$ cat src/hdl/svc_pkg.sv
// ----------------------------------------------------------------------------
// Signed varint codec package
// Payload types, result codes and the encoding helpers shared by the front,
// the queue and the back end.
// ----------------------------------------------------------------------------
package svc_pkg;

    localparam int QUEUE_DEPTH_DEFAULT = 4;

    // Operation codes of an input item.
    localparam logic OP_ENCODE = 1'b0;
    localparam logic OP_DECODE = 1'b1;

    // Result kinds.
    localparam logic KIND_BYTE  = 1'b0;
    localparam logic KIND_VALUE = 1'b1;

    // Encoded byte layout.
    localparam logic [7:0] CONT_BIT  = 8'h80;
    localparam logic [7:0] SIGN_BIT  = 8'h40;

    // Byte count thresholds.
    localparam logic [31:0] POS_LIM_1 = 32'h0000_0040;
    localparam logic [31:0] POS_LIM_2 = 32'h0000_2000;
    localparam logic [31:0] POS_LIM_3 = 32'h0010_0000;
    localparam logic [31:0] POS_LIM_4 = 32'h0800_0000;
    localparam logic [31:0] NEG_LIM_1 = 32'hFFFF_FFC0;
    localparam logic [31:0] NEG_LIM_2 = 32'hFFFF_E000;
    localparam logic [31:0] NEG_LIM_3 = 32'hFFF0_0000;
    localparam logic [31:0] NEG_LIM_4 = 32'hF800_0000;

    localparam logic [2:0] MAX_BYTES = 3'd5;

    typedef struct packed {
        logic               op;
        logic signed [31:0] value_in;
        logic [7:0]         byte_in;
    } t_in_item;

    typedef struct packed {
        logic               kind;
        logic [7:0]         byte_out;
        logic signed [31:0] value_out;
        logic               last;
    } t_out_item;

    // One queued job: a value to encode into nbytes bytes, or a decoded value.
    typedef struct packed {
        logic        kind;
        logic [31:0] value;
        logic [2:0]  nbytes;
    } t_cmd;

    typedef struct packed {
        logic empty;
        logic full;
    } t_q_status;

    // Number of bytes the encoding of a value takes (1 to 5).
    function automatic logic [2:0] enc_len(input logic [31:0] u);
        logic [2:0] n;
        if (!u[31]) begin
            if (u < POS_LIM_1)      n = 3'd1;
            else if (u < POS_LIM_2) n = 3'd2;
            else if (u < POS_LIM_3) n = 3'd3;
            else if (u < POS_LIM_4) n = 3'd4;
            else                    n = MAX_BYTES;
        end else begin
            // Strictly above the limit, so -64 itself needs two bytes.
            if (u > NEG_LIM_1)      n = 3'd1;
            else if (u > NEG_LIM_2) n = 3'd2;
            else if (u > NEG_LIM_3) n = 3'd3;
            else if (u > NEG_LIM_4) n = 3'd4;
            else                    n = MAX_BYTES;
        end
        return n;
    endfunction

    // Byte k of the encoding of u, which takes n bytes in all.
    function automatic logic [7:0] enc_byte(input logic [31:0] u, input logic [2:0] k,
                                            input logic [2:0] n);
        logic [7:0] b;
        logic [2:0] k_next;
        k_next = k + 3'd1;
        case (k)
            3'd0:    b = {1'b0, u[31], u[5:0]};
            3'd1:    b = {1'b0, u[12:6]};
            3'd2:    b = {1'b0, u[19:13]};
            3'd3:    b = {1'b0, u[26:20]};
            3'd4:    b = {4'b0000, u[30:27]};
            default: b = 8'h00;
        endcase
        if (k_next < n) begin
            b = b | CONT_BIT;
        end
        return b;
    endfunction

    // Bits forced to one in a negative value after idx bytes.
    function automatic logic [31:0] fill_mask(input logic [2:0] idx);
        logic [31:0] m;
        case (idx)
            3'd1:    m = 32'hFFFF_FFC0;
            3'd2:    m = 32'hFFFF_E000;
            3'd3:    m = 32'hFFF0_0000;
            3'd4:    m = 32'hF800_0000;
            3'd5:    m = 32'h8000_0000;
            default: m = 32'h0000_0000;
        endcase
        return m;
    endfunction

endpackage

$ cat src/hdl/signed_varint_codec.sv
// ----------------------------------------------------------------------------
// Signed varint codec
// Encodes 32-bit signed values into 1 to 5 bytes and decodes such bytes back.
//
// Input channel (i_valid, o_stall, i_item): one transaction is either a value
// to encode or one byte to decode. The input side takes one transaction per
// cycle while the job queue has room.
// Output channel (o_valid, i_stall, o_item): one transaction per result. An
// encode yields 1 to 5 byte results, the final one with last set; a decode
// byte yields a result only when it ends a value.
// An accepted job is written into the queue and reaches the output register
// from its head. The back end emits one result per cycle while the receiver
// does not stall, and an encode job stays at the head until its last byte.
// Reset clears the decoder state, the queue and the output valid flag.
// When the receiver stalls, the output register holds its result, the queue
// fills, and o_stall rises once QUEUE_DEPTH jobs are waiting.
// ----------------------------------------------------------------------------
module signed_varint_codec #(
    parameter int QUEUE_DEPTH = svc_pkg::QUEUE_DEPTH_DEFAULT
) (
    input  logic                i_clk,
    input  logic                i_rst_n,
    input  logic                i_valid,
    input  svc_pkg::t_in_item   i_item,
    output logic                o_stall,
    output logic                o_valid,
    input  logic                i_stall,
    output svc_pkg::t_out_item  o_item
);

    logic               w_push;
    logic               w_pop;
    svc_pkg::t_cmd      w_cmd;
    svc_pkg::t_cmd      w_head;
    svc_pkg::t_q_status w_q_status;

    svc_front u_front (
        .i_clk      (i_clk),
        .i_rst_n    (i_rst_n),
        .i_valid    (i_valid),
        .i_item     (i_item),
        .i_q_status (w_q_status),
        .o_stall    (o_stall),
        .o_push     (w_push),
        .o_cmd      (w_cmd)
    );

    svc_queue #(
        .DEPTH (QUEUE_DEPTH)
    ) u_queue (
        .i_clk    (i_clk),
        .i_rst_n  (i_rst_n),
        .i_push   (w_push),
        .i_cmd    (w_cmd),
        .i_pop    (w_pop),
        .o_head   (w_head),
        .o_status (w_q_status)
    );

    svc_back u_back (
        .i_clk      (i_clk),
        .i_rst_n    (i_rst_n),
        .i_head     (w_head),
        .i_q_status (w_q_status),
        .i_stall    (i_stall),
        .o_pop      (w_pop),
        .o_valid    (o_valid),
        .o_item     (o_item)
    );

    // The front end never writes a job into a full queue.
    a_no_overflow: assert property (@(posedge i_clk) disable iff (!i_rst_n)
        w_push |-> !w_q_status.full)
        else $error("job pushed into full queue");

    // The back end never takes a job from an empty queue.
    a_no_underflow: assert property (@(posedge i_clk) disable iff (!i_rst_n)
        w_pop |-> !w_q_status.empty)
        else $error("job popped from empty queue");

    // A decoded value is always the only result of its transaction.
    a_value_last: assert property (@(posedge i_clk) disable iff (!i_rst_n)
        (o_valid && o_item.kind == svc_pkg::KIND_VALUE) |-> o_item.last)
        else $error("decoded value without last");

    // An encoded byte carries its continue flag exactly when more bytes follow.
    a_cont_flag: assert property (@(posedge i_clk) disable iff (!i_rst_n)
        (o_valid && o_item.kind == svc_pkg::KIND_BYTE) |-> (o_item.byte_out[7] == !o_item.last))
        else $error("continue flag disagrees with last");

endmodule

$ cat src/hdl/svc_front.sv
// ----------------------------------------------------------------------------
// Signed varint codec front end
// Accepts input items, sizes encode jobs and gathers decode bytes; queues a
// job for every encode item and for every byte that ends a value.
// ----------------------------------------------------------------------------
module svc_front (
    input  logic                i_clk,
    input  logic                i_rst_n,
    input  logic                i_valid,
    input  svc_pkg::t_in_item   i_item,
    input  svc_pkg::t_q_status  i_q_status,
    output logic                o_stall,
    output logic                o_push,
    output svc_pkg::t_cmd       o_cmd
);

    logic [31:0] r_accum;
    logic [2:0]  r_bytes_seen;
    logic        r_neg;
    logic [31:0] n_accum;
    logic [2:0]  n_bytes_seen;
    logic        n_neg;

    logic        accept;
    logic        start;
    logic [2:0]  idx;
    logic [31:0] gathered;
    logic        neg;
    logic        done;
    logic [7:0]  b;

    assign o_stall = i_q_status.full;
    assign accept  = i_valid && !i_q_status.full;
    assign b       = i_item.byte_in;

    always_comb begin
        start    = (r_bytes_seen == 3'd0) || (r_bytes_seen > 3'd4);
        gathered = r_accum;
        neg      = r_neg;
        idx      = r_bytes_seen + 3'd1;
        if (start) begin
            gathered = {26'd0, b[5:0]};
            neg      = b[6];
            idx      = 3'd1;
        end else begin
            case (r_bytes_seen)
                3'd1:    gathered = r_accum | {19'd0, b[6:0], 6'd0};
                3'd2:    gathered = r_accum | {12'd0, b[6:0], 13'd0};
                3'd3:    gathered = r_accum | {5'd0, b[6:0], 20'd0};
                3'd4:    gathered = r_accum | {b[4:0], 27'd0};
                default: gathered = r_accum;
            endcase
        end
        done = !b[7] || (idx >= svc_pkg::MAX_BYTES);
    end

    always_comb begin
        n_accum      = r_accum;
        n_bytes_seen = r_bytes_seen;
        n_neg        = r_neg;
        o_push       = 1'b0;
        o_cmd.kind   = svc_pkg::KIND_BYTE;
        o_cmd.value  = i_item.value_in;
        o_cmd.nbytes = svc_pkg::enc_len(i_item.value_in);
        if (accept) begin
            if (i_item.op == svc_pkg::OP_ENCODE) begin
                o_push = 1'b1;
            end else if (done) begin
                o_push       = 1'b1;
                o_cmd.kind   = svc_pkg::KIND_VALUE;
                o_cmd.value  = neg ? (gathered | svc_pkg::fill_mask(idx)) : gathered;
                o_cmd.nbytes = 3'd1;
                n_accum      = 32'd0;
                n_bytes_seen = 3'd0;
                n_neg        = 1'b0;
            end else begin
                n_accum      = gathered;
                n_bytes_seen = idx;
                n_neg        = neg;
            end
        end
    end

    always_ff @(posedge i_clk) begin
        if (!i_rst_n) begin
            r_accum      <= 32'd0;
            r_bytes_seen <= 3'd0;
            r_neg        <= 1'b0;
        end else begin
            r_accum      <= n_accum;
            r_bytes_seen <= n_bytes_seen;
            r_neg        <= n_neg;
        end
    end

endmodule

$ cat src/hdl/svc_queue.sv
// ----------------------------------------------------------------------------
// Signed varint codec job queue
// A short first-in first-out store of jobs between the front and back ends.
// ----------------------------------------------------------------------------
module svc_queue #(
    parameter int DEPTH = svc_pkg::QUEUE_DEPTH_DEFAULT
) (
    input  logic                i_clk,
    input  logic                i_rst_n,
    input  logic                i_push,
    input  svc_pkg::t_cmd       i_cmd,
    input  logic                i_pop,
    output svc_pkg::t_cmd       o_head,
    output svc_pkg::t_q_status  o_status
);

    localparam int PTR_W = $clog2(DEPTH);
    localparam int CNT_W = $clog2(DEPTH + 1);

    svc_pkg::t_cmd    r_mem [DEPTH];
    logic [PTR_W-1:0] r_wr_ptr;
    logic [PTR_W-1:0] r_rd_ptr;
    logic [CNT_W-1:0] r_count;
    logic [PTR_W-1:0] n_wr_ptr;
    logic [PTR_W-1:0] n_rd_ptr;
    logic [CNT_W-1:0] n_count;

    assign o_head         = r_mem[r_rd_ptr];
    assign o_status.empty = (r_count == CNT_W'(0));
    assign o_status.full  = (r_count == CNT_W'(DEPTH));

    always_comb begin
        n_wr_ptr = r_wr_ptr;
        n_rd_ptr = r_rd_ptr;
        n_count  = r_count;
        if (i_push) begin
            n_wr_ptr = (r_wr_ptr == PTR_W'(DEPTH - 1)) ? PTR_W'(0) : r_wr_ptr + 1'b1;
        end
        if (i_pop) begin
            n_rd_ptr = (r_rd_ptr == PTR_W'(DEPTH - 1)) ? PTR_W'(0) : r_rd_ptr + 1'b1;
        end
        if (i_push && !i_pop) begin
            n_count = r_count + 1'b1;
        end else if (i_pop && !i_push) begin
            n_count = r_count - 1'b1;
        end
    end

    always_ff @(posedge i_clk) begin
        if (i_push) begin
            r_mem[r_wr_ptr] <= i_cmd;
        end
    end

    always_ff @(posedge i_clk) begin
        if (!i_rst_n) begin
            r_wr_ptr <= '0;
            r_rd_ptr <= '0;
            r_count  <= '0;
        end else begin
            r_wr_ptr <= n_wr_ptr;
            r_rd_ptr <= n_rd_ptr;
            r_count  <= n_count;
        end
    end

endmodule

$ cat src/hdl/svc_back.sv
// ----------------------------------------------------------------------------
// Signed varint codec back end
// Takes jobs from the queue and, unless stalled, emits one result a cycle into
// the output register: the bytes of an encode job in order, or a decoded value.
// ----------------------------------------------------------------------------
module svc_back (
    input  logic                i_clk,
    input  logic                i_rst_n,
    input  svc_pkg::t_cmd       i_head,
    input  svc_pkg::t_q_status  i_q_status,
    input  logic                i_stall,
    output logic                o_pop,
    output logic                o_valid,
    output svc_pkg::t_out_item  o_item
);

    logic               r_out_valid;
    svc_pkg::t_out_item r_out;
    logic [2:0]         r_idx;
    logic               n_out_valid;
    svc_pkg::t_out_item n_out;
    logic [2:0]         n_idx;

    logic               load;
    logic               is_last;
    logic [2:0]         idx_next;

    assign o_valid  = r_out_valid;
    assign o_item   = r_out;
    assign load     = !r_out_valid || !i_stall;
    assign idx_next = r_idx + 3'd1;
    assign is_last  = (idx_next >= i_head.nbytes);

    always_comb begin
        n_out_valid = r_out_valid;
        n_out       = r_out;
        n_idx       = r_idx;
        o_pop       = 1'b0;
        if (load) begin
            n_out_valid = !i_q_status.empty;
            if (!i_q_status.empty) begin
                n_out.kind = i_head.kind;
                if (i_head.kind == svc_pkg::KIND_VALUE) begin
                    n_out.byte_out  = 8'h00;
                    n_out.value_out = i_head.value;
                    n_out.last      = 1'b1;
                    o_pop           = 1'b1;
                    n_idx           = 3'd0;
                end else begin
                    n_out.byte_out  = svc_pkg::enc_byte(i_head.value, r_idx, i_head.nbytes);
                    n_out.value_out = 32'sd0;
                    n_out.last      = is_last;
                    o_pop           = is_last;
                    n_idx           = is_last ? 3'd0 : idx_next;
                end
            end
        end
    end

    always_ff @(posedge i_clk) begin
        r_out <= n_out;
    end

    always_ff @(posedge i_clk) begin
        if (!i_rst_n) begin
            r_out_valid <= 1'b0;
            r_idx       <= 3'd0;
        end else begin
            r_out_valid <= n_out_valid;
            r_idx       <= n_idx;
        end
    end

endmodule

$ cat config.mk
export PLATFORM = sky130hd
export DESIGN_NAME = signed_varint_codec
export DESIGN_NICKNAME = d
export VERILOG_FILES = /design/src/hdl/svc_pkg.sv /design/src/hdl/signed_varint_codec.sv /design/src/hdl/svc_front.sv /design/src/hdl/svc_queue.sv /design/src/hdl/svc_back.sv
export SDC_FILE = /design/constraint.sdc
export NUM_CORES = 1
export LEC_CHECK = 0
export BUFFER_PORTS_ARGS = -buffer_cell sky130_fd_sc_hd__buf_2
export CORE_MARGIN = 2
export CORE_UTILIZATION = 60
export CTS_BUF_LIST = sky130_fd_sc_hd__clkbuf_8 sky130_fd_sc_hd__clkbuf_16
export DETAILED_ROUTE_END_ITERATION = 10
export HOLD_SLACK_MARGIN = 0.12
export PLACE_DENSITY = 0.8
export SYNTH_ARGS = -nofsm -noshare
export SYNTH_HDL_FRONTEND = slang
export SYNTH_SLANG_ARGS = --single-unit
$ cat constraint.sdc
create_clock -name i_clk -period 7 [get_ports i_clk]
set_input_delay 1.05 -clock i_clk [delete_from_list [all_inputs] [get_ports i_clk]]
set_output_delay 1.05 -clock i_clk [all_outputs]
set_load 0.05 [all_outputs]
==> results of run 1 <==
==> Yosys cell counts (3+ instances only) <==
library cell,number,area (sq um)
nor2_1,71,267
mux4_2,36,811
edfxtp_1,186,5590
buf_2,10,50.1
nor2b_1,7,43.8
ha_1,22,275
or4_1,3,22.5
nand4_1,4,25.0
o22a_1,18,158
a21o_1,3,22.5
nor4_1,6,37.5
dfxtp_1,49,981
and2_1,38,238
a31oi_1,7,43.8
clkbuf_1,24,90.1
inv_1,22,82.6
a21oi_1,39,195
nand2_1,35,131
a32oi_1,10,87.6
nand3_1,10,50.1
nand2b_1,3,18.8
o21ai_0,19,95.1
a22oi_1,39,293
mux2i_1,9,90.1
nor3_1,8,40.0
==> power by group through the flow <==
stage | registers, mW | clock network [mW] | logic [mW]
after floorplan | 2.37 | 0 | 0.619
after global placement | 1.90 | 0 | 1.40
after detailed placement | 1.91 | 0 | 1.42
after CTS | 1.89 | 1.23 | 1.43
after global routing | 1.90 | 1.28 | 1.52
final | 1.88 | 1.22 | 1.43
==> cell families after synthesis <==
family	after synthesis	share of synthesized area
and+or+nand+nor	194	0.0934
muxes	46	0.0924
DFF	235	0.657
buffers and inverters	59	0.0242
adders and majority gates	23	0.0295
xor gates and xnor gates	2	0.00175
AOI/OAI and AO/OA	146	0.102
==> area by class of cell <==
type,instances,area [sq um]
repair buffers,100,531
well taps,220,275
fillers,1080,5000
clock inverters,17,105
inverters,22,82.6
flip-flops and latches,235,6570
multi-input cells,411,3190
clock buffers,27,664
==> flip-flops by register name, indices dropped and copies added (netlist names), named ones only <==
| name | cells |
|---|---|
| u_queue.r_mem | 144 |
| u_back.o_item | 42 |
| u_front.r_accum | 32 |
| u_back.r_idx | 3 |
| u_front.r_bytes_seen | 3 |
| u_queue.r_count | 3 |
| u_queue.r_rd_ptr | 2 |
| u_queue.r_wr_ptr | 2 |
| u_back.o_valid | 1 |
| u_front.r_neg | 1 |
==> metrics by stage <==
step	cell area (sq um)	power, mW
final	11400	4.53
after global routing	11400	4.71
after CTS	11400	4.54
after detailed placement	10600	3.34
after global placement	10600	3.29
after floorplan	9990	2.99
==> routing by layer <==
layer	GRT usage	wire, microns	vias up
li1	-	-	2879
met1	0.360	9070	3086
met2	0.427	11100	361
met3	0.0398	1780	60
met4	0.102	789	0
met5	0	0	-
==> how the worst min path moves through the flow <==
stage                         end  cells after the start  slack (ns)                from
4_1_cts            u_back.o_valid                      2        0.47      u_back.o_valid
3_5_place_dp       u_back.o_valid                      2        0.46      u_back.o_valid
3_3_place_gp       u_back.o_valid                      2        0.46      u_back.o_valid
6_report           u_back.o_valid                      2        0.48      u_back.o_valid
2_1_floorplan  u_front.r_accum[0]                      2        0.45  u_front.r_accum[0]
5_1_grt            u_back.o_valid                      2        0.52      u_back.o_valid
==> worst max-delay path: cells and delay by family (launching register included) <==
family,cells,cell delay (ns)
adders and majority gates,3,0.84
buffers and inverters,3,0.74
AOI/OAI and AO/OA,3,0.70
muxes,1,0.58
and+or+nand+nor,3,0.56
DFF,1,0.31
xor gates and xnor gates,1,0.18
==> impl_metrics.ini, run 1 <==
[run_status]
outcome = complete, no violations

[timing]
drv_slew = 0
rsz0062_at_grt = no
final_hold_viol_count = 0
max_freq_mhz = 251
whs_ns = 0.475
finalSetupTns_ns = 0
timing.final.crit_share = 0.568
relSlewSlack = 0.179
finalClockSkew_ns = 0.0108
finalWorstSetupSlack_ns = 3.02
setup_viol = 0
min_period_ns = 3.98
tightest_slew_ns = 1.22

[floorplanning]
initial_core_util = 0.609
rows = 47
die-height_microns = 133
pin_count = 89
dieArea_sq_um = 17700
core_area_sq_um = 16400
die_w_microns = 133

[clocking]
htree_levels = 1
ctsResizeCount = 0
clockRootBuffer = clkbuf_16
cts_buffers = 24
postCtsHoldBufs = 0
cts_setup_buffers = 0
clk_latency_ns = 0.51
path_clk_slew_ns = 0.06
cts_tree = done
cts_sinks = 235
clockBufferDepth = 3

[place]
io_buffers = 88
hpwl_microns = 15400
gp_congestion = 0.946
pre_cts_ws_ns = 2.99
place_inst = 988

[setup_path]
cp_data_required_time_ns = 7.44
worstPathCellList = buf_4, mux4_2, ha_1, nand2b_1, a21o_1, a211oi_4, inv_1, nand2_1, ha_1, inv_1, fa_1, xor2_1, or3_1, a21oi_1
cp.arrival_ns = 4.41
critPathSlowestCell = mux4_2
cp-start-kind = flip-flop
worstSetupEndpoint = u_queue.r_count[2]
critPathKind = reg -> reg
cp_max_fo = 36
rr_worst_depth = 14
end_kind = flip-flop
critPathMaxStageDelay_ns = 0.58
r2r_end = u_queue.r_count[2]
r2r_setup_slack_ns = 3.02

[synthesis]
yosysWarnings = 0
ys_types = 46
synth_edf_count = 186
synthFlopType = edfxtp_1
synthCells = 705
syn_area_sq_um = 9990
syn_avg_cell_area_sq_um = 14.2
synthesis.nets = 773
async_flop_share = 0
ys_seq_area_frac = 0.657
ys_ff_latch = 235

[drt]
via_per_inst = 6.19
drtAntennaViolNets = 0
wirelength_microns = 22700
drt_iter0_markers = 786
dr.pass1.iters = 5
via_count = 6386
drc = 0
wire_per_inst_microns = 22.0

[power]
power_density_nw_per_um2 = 397
p_leak_nw = 4.06
peakVddDrop_mv = 0.298
power.internal_mw = 2.93
p_comb_frac = 0.316
power.share.switching = 0.352
pwr-share-clk = 0.268
seqPwrFrac = 0.416
p_sw_mw = 1.60

[finish]
antennaDiodeCount = 0
final_cell_mix = edfxtp_1, buf_2, nor2_1, dfxtp_1
fin_nets = 862
syn_to_final_growth_pct = 14.2
fin_util = 0.695
drive_above_1_share = 0.220
final_common_cell = edfxtp_1
instances_no_fill = 1032

[global_route]
grt_usage = 0.262
grt_pass1_vias = 6363
grt_overflow_total = 0
grt_pass1_wl_microns = 35200
antenna_found_initial = 0
grt_max_degree = 48

[worst_hold_path]
hold_path.class = reg -> reg

[flow_run]
maxCapViolations = 0
Power figures use the tool's default switching activity.
==> run 2: changes to the inputs <==
CORE_UTILIZATION = 54   (was 60)
PLACE_DENSITY = 0.76   (was 0.8)
clock period = 3.65 ns   (was 7 ns; I/O delays follow)
==> run 2 against run 1 <==
Effect of this change:
- the flow now finishes with violations (design-rule violations)
- combinational power increased by 96%
- sequential power increased by 93%
- first-iteration DRC count decreased by 9.9%
- critical path type unchanged
- wire length increased by 2.2%
- count of clock-buffer cells in the layout decreased by 2
- total power increased by 97%
==> impl_metrics.ini, run 2 (synthesis gave the netlist of run 1 again) <==
[clocking]
clockRootBuffer = clkbuf_16
clk_latency_ns = 0.51
cts_buffers = 24
htree_levels = 1
clockBufferDepth = 3
cts_tree = done
path_clk_slew_ns = 0.06
cts_sinks = 235

[timing]
rsz0062_at_grt = no
setup_viol = 0
min_period_ns = 3.41
max_freq_mhz = 293
finalSetupTns_ns = 0
drv_slew = 0
finalWorstSetupSlack_ns = 0.243
relSlewSlack = 0.212
timing.final.crit_share = 0.934
tightest_slew_ns = 1.17
final_hold_viol_count = 0
finalClockSkew_ns = 0.00973

[worst_hold_path]
hp-start = i_stall
hold_path.class = in -> reg

[setup_path]
end_kind = flip-flop
reg2reg_from = u_front.r_bytes_seen[1]
cp-start-kind = flip-flop
crit_path_start = u_front.r_bytes_seen[1]
r2r_setup_slack_ns = 0.24
cp_max_fo = 11
cp_data_required_time_ns = 4.08
critPathKind = reg -> reg
cp.arrival_ns = 3.84

[place]
gp_congestion = 0.893
place_area_sq_um = 10700
io_buffers = 88
pre_cts_ws_ns = 0.136
hpwl_microns = 15600

[floorplanning]
die_w_microns = 140
dieArea_sq_um = 19600
rows = 49
pin_count = 89
initial_core_util = 0.553
die-height_microns = 140
core_area_sq_um = 18100

[global_route]
grt_pass1_vias = 6520
antenna_found_initial = 0
grt_max_degree = 48
grt_usage = 0.240
grt_pass1_wl_microns = 36300
grt_overflow_total = 0

[finish]
largest-register = u_queue.r_mem
final_cell_mix = edfxtp_1, buf_2, nor2_1, dfxtp_1
n_fill_cell = 1277
fin_util = 0.639
fin_area_sq_um = 11600
antennaDiodeCount = 0
final_common_cell = edfxtp_1
syn_to_final_growth_pct = 15.6
fin_nets = 872
largest_reg_flops = 144
drive_above_1_share = 0.232

[run_status]
outcome = complete, but fails checks
violations = design-rule violations

[drt]
drt_iter0_markers = 708
via_count = 6555
via_per_inst = 6.24
drc = 12
drtAntennaViolNets = 0
wire_per_inst_microns = 22.1
dr.pass1.iters = 10
wirelength_microns = 23200

[power]
p_leak_nw = 4.12
p_total_mw = 8.91
peakVddDrop_mv = 0.367
power_density_nw_per_um2 = 772

[flow_run]
maxCapViolations = 0
-- run 2: repair_timing --
item,CTS,global route
resized for setup,0,1
endpoints found under the hold margin,0,0
endpoints found under the setup margin,0,1
setup buffers,0,5
hold buffers,0,0
-- run 2: final timing paths --
check	depth (start not counted)	end
worst max-delay path	14	u_queue.r_count[2]
worst min-delay path	3	u_back.o_valid
worst max register to register	14	u_queue.r_count[2]
worst min register to register	2	u_front.r_accum[3]
-- run 2: layer usage --
metal | vias to the layer above | wire (microns) | global-route usage
met1 | 3239 | 9550 | 0.334
met4 | 0 | 846 | 0.0888
met3 | 65 | 1870 | 0.0356
li1 | 2897 | - | -
met5 | - | 0 | 0
met2 | 354 | 11000 | 0.392
-- run 2: through the flow --
step	cells	hold WS [ns]
3_5_place_dp	1002	0.471
6_report	1051	0.322
4_1_cts	1046	0.301
3_3_place_gp	1002	0.467
5_1_grt	1051	0.329
2_1_floorplan	705	0.453
-- run 2: power by group --
part | total [mW] | switching (mW) | internal, mW
Combinational | 2.80 | 2.00 | 0.800
Clock | 2.50 | 0.978 | 1.52
Sequential | 3.62 | 0.130 | 3.49
-- run 2: worst max-delay path: stages (launching register included) --
cell and delay (ns):
dfxtp_1 0.39, inv_1 0.09, ha_1 0.19, ha_2 0.35, or2_2 0.32, inv_1 0.09
ha_1 0.19, a211oi_1 0.11, a21oi_2 0.27, ha_1 0.23, inv_1 0.06, fa_1 0.37
xor2_1 0.18, or3_1 0.33, a21oi_1 0.17
-- run 2: layout make-up --
cell class	count	area, sq um	share of cell area
inverters	22	82.6	0.00715
well taps	229	287	0.0248
repair buffers	110	606	0.0524
multi-input cells	411	3190	0.276
clock inverters	19	195	0.0169
flip-flops and latches	235	6570	0.569
clock buffers	25	626	0.0542
==> run 3: changes to the inputs <==
ABC_AREA = 1   (was default)
CORE_UTILIZATION = 60   (was 54)
HOLD_SLACK_MARGIN = default   (was 0.12)
PLACE_DENSITY = 0.8   (was 0.76)
clock period = 4.3 ns   (was 3.65 ns; I/O delays follow)
==> run 3 against run 2 <==
Effect of this change:
- the run now ends clean
- total power is 7.8% lower
- wire length is 7.3% higher
- sequential share of layout area is 3.0 points lower
- die area is 3.4% lower
- worst setup slack better by 0.39 ns
- clock skew is 0.015 ns higher
- critical path depth is 3 higher
- combinational power is 3% higher
- non-clock buffer count is 9 lower
- synthesized cell count is 60% higher
- critical endpoint is now u_queue.r_count[1]
==> impl_metrics.ini, run 3 <==
[clocking]
htree_levels = 1
cts_sinks = 235
clockRootBuffer = clkbuf_16
ctsResizeCount = 0
path_clk_slew_ns = 0.06
postCtsHoldBufs = 0
cts_buffers = 24
clk_latency_ns = 0.52
cts_tree = done
cts_setup_buffers = 0
clockBufferDepth = 3

[power]
p_total_mw = 8.22
peakVddDrop_mv = 0.606
power_density_nw_per_um2 = 674
p_leak_nw = 4.83

[place]
hpwl_microns = 16600
gp_congestion = 0.928
io_buffers = 88
place_area_sq_um = 11300
pre_cts_ws_ns = 0.694

[timing]
timing.final.crit_share = 0.853
finalWorstSetupSlack_ns = 0.631
rsz0062_at_grt = no
finalSetupTns_ns = 0
drv_slew = 0
max_freq_mhz = 273
setup_viol = 0
final_hold_viol_count = 0
min_period_ns = 3.67
tightest_slew_ns = 0.812
finalClockSkew_ns = 0.0251
relSlewSlack = 0.458

[finish]
final_cell_mix = nand2_1, edfxtp_1, nor2_1, buf_2, inv_1
syn_to_final_growth_pct = 13.8
final_common_cell = nand2_1
fin_nets = 1274
drive_above_1_share = 0.162
largest-register = u_queue.r_mem
largest_reg_flops = 144
fin_area_sq_um = 12200
antennaDiodeCount = 0

[synthesis]
synthTopCellsByArea = edfxtp_1, nand2_1, dfxtp_1, nor2_1, nand3_1
ys_seq_area_frac = 0.613
ys_ff_latch = 235
synthCells = 1125
async_flop_share = 0
syn_avg_cell_area_sq_um = 9.53
synthesis.nets = 1193
yosysWarnings = 0
synth_top_area_frac = 0.521
synth_most_common_cell = nand2_1
ys_top_cells_by_count = nand2_1, edfxtp_1, nor2_1
synth_area_leader_cell = edfxtp_1
ys_types = 35
syn_area_sq_um = 10700
synthFlopType = edfxtp_1
synth_edf_count = 186

[drt]
drc = 0
via_per_inst = 5.62
via_count = 8145
wire_per_inst_microns = 17.2
drt_iter0_markers = 890
wirelength_microns = 24900
drtAntennaViolNets = 0
dr.pass1.iters = 7

[global_route]
antenna_found_initial = 0
grt_max_degree = 47
grt_overflow_total = 0
grt_pass1_vias = 7567
grt_usage = 0.270
grt_pass1_wl_microns = 39000

[flow_run]
maxCapViolations = 0

[floorplanning]
rows = 48
dieArea_sq_um = 18900
core_area_sq_um = 17400
die-height_microns = 138
initial_core_util = 0.617
die_w_microns = 138
pin_count = 89

[setup_path]
cp_data_required_time_ns = 4.69
critPathKind = reg -> reg
cp.arrival_ns = 4.06
cp_max_fo = 28
cp-start-kind = flip-flop
end_kind = flip-flop

[run_status]
outcome = complete, no violations

[worst_hold_path]
hold_path.class = in -> reg
[run 3: cell count changes in the layout (fill, tap and decap cells not counted), moves of 30 or more]
| cell | delta |
|---|---|
| mux4_2 | -36 |
| a22oi_1 | -30 |
| nand3_1 | +70 |
| and2_1 | -37 |
| inv_1 | +63 |
| nor2_1 | +45 |
| nand2_1 | +307 |
[run 3: worst max-delay path, stage by stage, from the launching register on]
cell and delay [ns]:
dfxtp_1 0.47, inv_1 0.11, ha_1 0.22, ha_1 0.29
buf_4 0.30, nor2_4 0.09, ha_1 0.20, nor2_1 0.13
nand2_2 0.09, inv_4 0.10, nand2_4 0.06, nand2_1 0.35
inv_1 0.17, ha_1 0.24, inv_1 0.10, fa_1 0.41
o21ai_0 0.14, a21oi_1 0.05
[run 3: logic make-up after synthesis]
logic type      after synthesis  share of synthesized area
compound gates              139                     0.0776
buf+inv                     141                     0.0553
simple gates                587                      0.227
fa+ha+maj                    23                     0.0276
flops                       235                      0.613
[run 3: cell type report]
cell class              instances  area, sq um
repair buffers                101          538
well taps                     225          282
clock inverters                18          226
inverters                      95          362
clock buffers                  26          628
fillers                      1244         5170
multi-input cells             749         3590
flip-flops and latches        235         6570
[run 3: layer usage]
| layer | share of wire | GRT usage | wire length (microns) |
|---|---|---|---|
| met2 | 0.47 | 0.438 | 11700 |
| met4 | 0.031 | 0.0979 | 765 |
| met1 | 0.41 | 0.378 | 10200 |
| met3 | 0.090 | 0.0350 | 2230 |
| met5 | 0 | 0 | 0 |
[run 3: stage by stage]
step,utilization,hold slack (ns),std cells
finish,0.702,0.445,1449
detailed placement,0.653,0.455,1405
global route,0.702,0.488,1449
floorplan,-,0.444,1125
global placement,0.653,0.452,1405
CTS,0.702,0.437,1449
[run 3: path summary, 6_finish.rpt]
kind | from | to | slack, ns | cells past startpoint
worst min register to register | u_front.r_accum[19] | u_front.r_accum[19] | 0.47 | 2
worst max register to register | u_front.r_bytes_seen[0] | u_queue.r_count[1] | 0.63 | 17
worst max-delay path | u_front.r_bytes_seen[0] | u_queue.r_count[1] | 0.63 | 17
worst min-delay path | i_stall | u_back.o_valid | 0.44 | 5
[run 3: report_power, final]
| group | leakage, nW | switching, mW | internal (mW) |
|---|---|---|---|
| Sequential | 2.13 | 0.122 | 2.99 |
| Combinational | 2.27 | 2.23 | 0.656 |
| Clock | 0.427 | 0.867 | 1.36 |
